`src/sv/rsas_pkg.sv`:
```
// Shared constants and control types for the rotated sorted array search block.
`default_nettype none

package rsas_pkg;

  localparam int unsigned CAPACITY_DEF = 1024;
  localparam int unsigned DATA_W       = 32;
  localparam int unsigned POS_W        = 10;
  localparam int unsigned OP_W         = 2;

  localparam logic [OP_W-1:0] OP_CLEAR  = 2'd0;
  localparam logic [OP_W-1:0] OP_APPEND = 2'd1;
  localparam logic [OP_W-1:0] OP_SEARCH = 2'd2;

  // Controller to datapath commands.
  typedef struct packed {
    logic table_clear;
    logic elem_append;
    logic srch_start;
    logic probe_issue;
    logic probe_eval;
    logic res_load;
  } cmd_t;

  // Datapath to controller status.
  typedef struct packed {
    logic range_empty;
    logic probe_hit;
  } sts_t;

endpackage

`default_nettype wire

```
`src/sv/rsas_ctrl.sv`:
```
// Controller state machine: input handshake, probe sequencing and output register valid.
`default_nettype none

module rsas_ctrl
  import rsas_pkg::*;
(
  input  wire logic            clk_i,
  input  wire logic            rst_ni,
  input  wire logic            in_valid_i,
  output logic                 in_ready_o,
  input  wire logic [OP_W-1:0] op_i,
  output logic                 out_valid_o,
  input  wire logic            out_ready_i,
  input  wire sts_t            sts_i,
  output cmd_t                 cmd_o
);

  typedef enum logic [3:0] {
    S_IDLE = 4'b0001,
    S_ADDR = 4'b0010,
    S_CMP  = 4'b0100,
    S_DONE = 4'b1000
  } state_e;

  state_e state_q, state_d;
  logic   out_valid_q, out_valid_d;

  always_comb begin
    state_d     = state_q;
    cmd_o       = '0;
    in_ready_o  = 1'b0;
    out_valid_d = out_valid_q && !out_ready_i;
    case (state_q)
      S_IDLE: begin
        in_ready_o = 1'b1;
        if (in_valid_i) begin
          case (op_i)
            OP_CLEAR:  cmd_o.table_clear = 1'b1;
            OP_APPEND: cmd_o.elem_append = 1'b1;
            OP_SEARCH: begin
              cmd_o.srch_start = 1'b1;
              state_d          = S_ADDR;
            end
            default: ;
          endcase
        end
      end
      S_ADDR: begin
        if (sts_i.range_empty) begin
          state_d = S_DONE;
        end else begin
          cmd_o.probe_issue = 1'b1;
          state_d           = S_CMP;
        end
      end
      S_CMP: begin
        cmd_o.probe_eval = 1'b1;
        state_d          = sts_i.probe_hit ? S_DONE : S_ADDR;
      end
      S_DONE: begin
        // hold the result until the output register is free
        if (!out_valid_q || out_ready_i) begin
          cmd_o.res_load = 1'b1;
          out_valid_d    = 1'b1;
          state_d        = S_IDLE;
        end
      end
      default: state_d = S_IDLE;
    endcase
  end

  always_ff @(posedge clk_i or negedge rst_ni) begin
    if (!rst_ni) begin
      state_q     <= S_IDLE;
      out_valid_q <= 1'b0;
    end else begin
      state_q     <= state_d;
      out_valid_q <= out_valid_d;
    end
  end

  assign out_valid_o = out_valid_q;

endmodule

`default_nettype wire

```
`config.mk`:
```
export PLATFORM = sky130hd
export DESIGN_NAME = rsas_ctrl
export DESIGN_NICKNAME = d
export VERILOG_FILES = /design/src/sv/rsas_pkg.sv /design/src/sv/rsas_ctrl.sv
export SDC_FILE = /design/constraint.sdc
export NUM_CORES = 1
export LEC_CHECK = 0
export BUFFER_PORTS_ARGS = -buffer_cell sky130_fd_sc_hd__buf_4
export CORE_AREA = 8 8 45 47
export CTS_BUF_LIST = sky130_fd_sc_hd__clkbuf_16
export DETAILED_ROUTE_END_ITERATION = 7
export DIE_AREA = 0 0 53 55
export MAX_ROUTING_LAYER = met4
export PLACE_DENSITY = 0.54
export REMOVE_ABC_BUFFERS = 1
export SLEW_MARGIN = 20
export SYNTH_ARGS = -nofsm -noshare
export SYNTH_HDL_FRONTEND = slang
export SYNTH_SLANG_ARGS = --single-unit
```
`constraint.sdc`:
```
create_clock -name clk_i -period 2 [get_ports clk_i]
set_input_delay 0.4 -clock clk_i [delete_from_list [all_inputs] [get_ports clk_i]]
set_output_delay 0.4 -clock clk_i [all_outputs]
set_load 0.05 [all_outputs]
```
==> flow_metrics.tcl <==
set metrics [dict create \
    cp_slowest_cell "dfstp_2" \
    track_usage_pct 7.223 \
    grt_max_degree 10 \
    routed_via_density 4.652 \
    drtAntennaViolNets 0 \
    slew_headroom_pct 80.64 \
    max_cap_violations 0 \
    tightestPinTransition_ns 0.2877 \
    place.gp.congestion 0.7375 \
    postLayoutCoreUtil_pct 39.42 \
    antenna_found_initial 0 \
    p_per_area_nw_per_um2 894.5 \
    min_from "sts_i[0]" \
    irDropWorstVdd_v 0.0005534 \
    area_growth_pct 69.65 \
    synth_xor_area_share_pct 0 \
    coreArea_um2 1384 \
    fin_crit_sh_pct 95.80 \
    synth_top_family_by_area "simple AND/OR/NAND/NOR gates" \
    dieWidth_um 53 \
    synth_area_um2 321.6 \
    drt_pass1_iterations 4 \
    nets 62 \
    clock_sinks 5 \
    slowest_delay_ns 0.55 \
    io_pins 16 \
    synth-adder-area-share_pct 0 \
    grt_pass1_vias 336 \
    vias 321 \
    cp_max_fo 5 \
    worstSetupPathType "reg -> out" \
    min_path_type "in -> reg" \
    crit_required_ns 1.60 \
    drt_iter0_drc 4 \
    ys_types 23 \
    avgSynthCellArea_um2 9.458 \
    initial_core_util_pct 23.24 \
    seq_area_frac_synth_pct 39.30 \
    total_power_uw 487.9 \
    cts_made_buffers 3 \
    crit_buf_inv 1 \
    mostFrequentLayoutCells "buf_4 (13), inv_1 (5), clkbuf_16 (3)" \
    dp_hpwl_um 674.1 \
    finalClockSkew_ns 0.003555 \
    critPathLaunch "state_q[0]" \
    rsz0062_at_grt "yes" \
    cts_setup_buffers 0 \
    drc 0 \
    wl_per_cell_um 13.48 \
    rr_startpoint "state_q[0]" \
    cts_tree "done" \
    cts_max_level 1 \
    crit_arrival_ns 1.52 \
    final-seq-area_um2 128.9 \
    yosys_warnings 0 \
    insertedDiodeCount 0 \
    synth-compound-area-share_pct 14.40 \
    routed_wl_um 930 \
    layout_commonest_cell "buf_4" \
    holdWs_ns 0.3687 \
    cts.reportedPaths.clkPinSlew_ns 0.03 \
    clkLatencyLatePin_ns 0.23 \
    synthMuxAreaShare_pct 0 \
    place_worst_setup_slack_ns 0.2595 \
    hold_viol_final 0 \
    status "finished clean" \
    dpl-instance-area_um2 446.7 \
    worst_setup_path_start_kind "register" \
    stdcell_area_um2 545.5 \
    die-area_um2 2915 \
    layout_setup_ws_ns 0.08391 \
    fmax_mhz 521.9 \
    clockBufferDepth 2 \
    fp.dieH_um 55 \
    layout_min_cycle_time_ns 1.916 \
    grt-ovfl-total 0 \
    cts_root_buf "clkbuf_16" \
    postSynthRegisterBits 5 \
    drv_slew 0 \
    numPortBuffers 15 \
    setup_violations 0 \
    rows 14 \
    yosys.area_share.simple_pct 39.30 \
    layout-drive-gt1-share_pct 43.40 \
    filler_cell_count 140 \
    cp_top_family "simple AND/OR/NAND/NOR gates" \
    synthCells 34 \
    grt_pass1_wl_mm 1.483 \
    path_cells "nor4b_4 -> nand2_1 -> nor3b_2 -> buf_6" \
    end_kind "output pin" \
    leakage_nw 0.2734 \
    multi_input_area_um2 172.7 \
]
## synthesized netlist by cell type
cell	instances	share of area, %
buf_4	1	2.3
nor2_1	2	2.3
nand3b_1	1	2.3
dfrtp_1	4	31
and4bb_1	1	3.9
o31ai_1	1	2.3
nor3b_2	1	3.9
dfstp_2	1	8.2
nor4bb_1	1	3.1
inv_1	4	4.7
nand4b_1	1	2.7
a21oi_1	2	3.1
o21ai_0	2	3.1
and2_1	2	3.9
o21ai_1	1	1.6
nand2b_1	1	1.9
nor4_1	1	1.9
nor2b_1	1	1.9
nand2_1	2	2.3
nor3_1	1	1.6
nor4b_4	1	7.4
a31oi_1	1	1.9
o21a_1	1	2.3
## power breakdown
group	total [mW]	internal [mW]	switching (mW)
registers	0.109	0.105	0.00412
logic	0.0571	0.0262	0.0309
clock network	0.322	0.259	0.0630
## final cells by class
class	count	area share [%]
clock inverter	1	0.6881
multi-input combinational	24	31.65
clock buffer	3	13.76
timing repair buffer	16	23.85
sequential	5	23.62
tap	16	3.670
inverter	4	2.752
## stage by stage
step | TNS, ns | std cells
finish | 0 | 69
global route | -0.01088 | 69
CTS | 0 | 69
detailed placement | 0 | 64
global placement | 0 | 64
floorplan | -1.488 | 33
## kinds of logic after synthesis
| group | after synthesis |
|---|---|
| AOI/OAI and AO/OA | 8 |
| buffers and inverters | 5 |
| DFF | 5 |
| and+or+nand+nor | 16 |
## worst paths after layout
kind / endpoint / slack, ns / cells past startpoint
max: cmd_o[4] / 0.08 / 4
min: state_q[1] / 0.37 / 2
max reg2reg: state_q[0] / 0.78 / 3
min reg2reg: state_q[3] / 0.54 / 1
max in group asynchronous: state_q[0] / 1.29 / 2
min in group asynchronous: out_valid_o / 0.51 / 2
## layer usage
metal	part of all wire (%)	up-vias	global-route usage, %	wire length (µm)
li1	-	161	-	-
met1	41	143	7.798	377
met2	47	15	9.766	436
met3	11	2	5.615	100
met4	1.6	0	2.586	15
met5	0	-	-	0
## sequential cells by signal, indices dropped and copies added, names as in the netlist
| register | cells |
|---|---|
| out_valid_o | 1 |
| state_q | 4 |
## what timing repair did
action                     CTS  global route
hold endpoints to repair     4             0
gates resized for setup      0             4
setup endpoints to repair    0             3
hold buffers                 1             0
No activity file was read; power rests on OpenSTA's default activity.
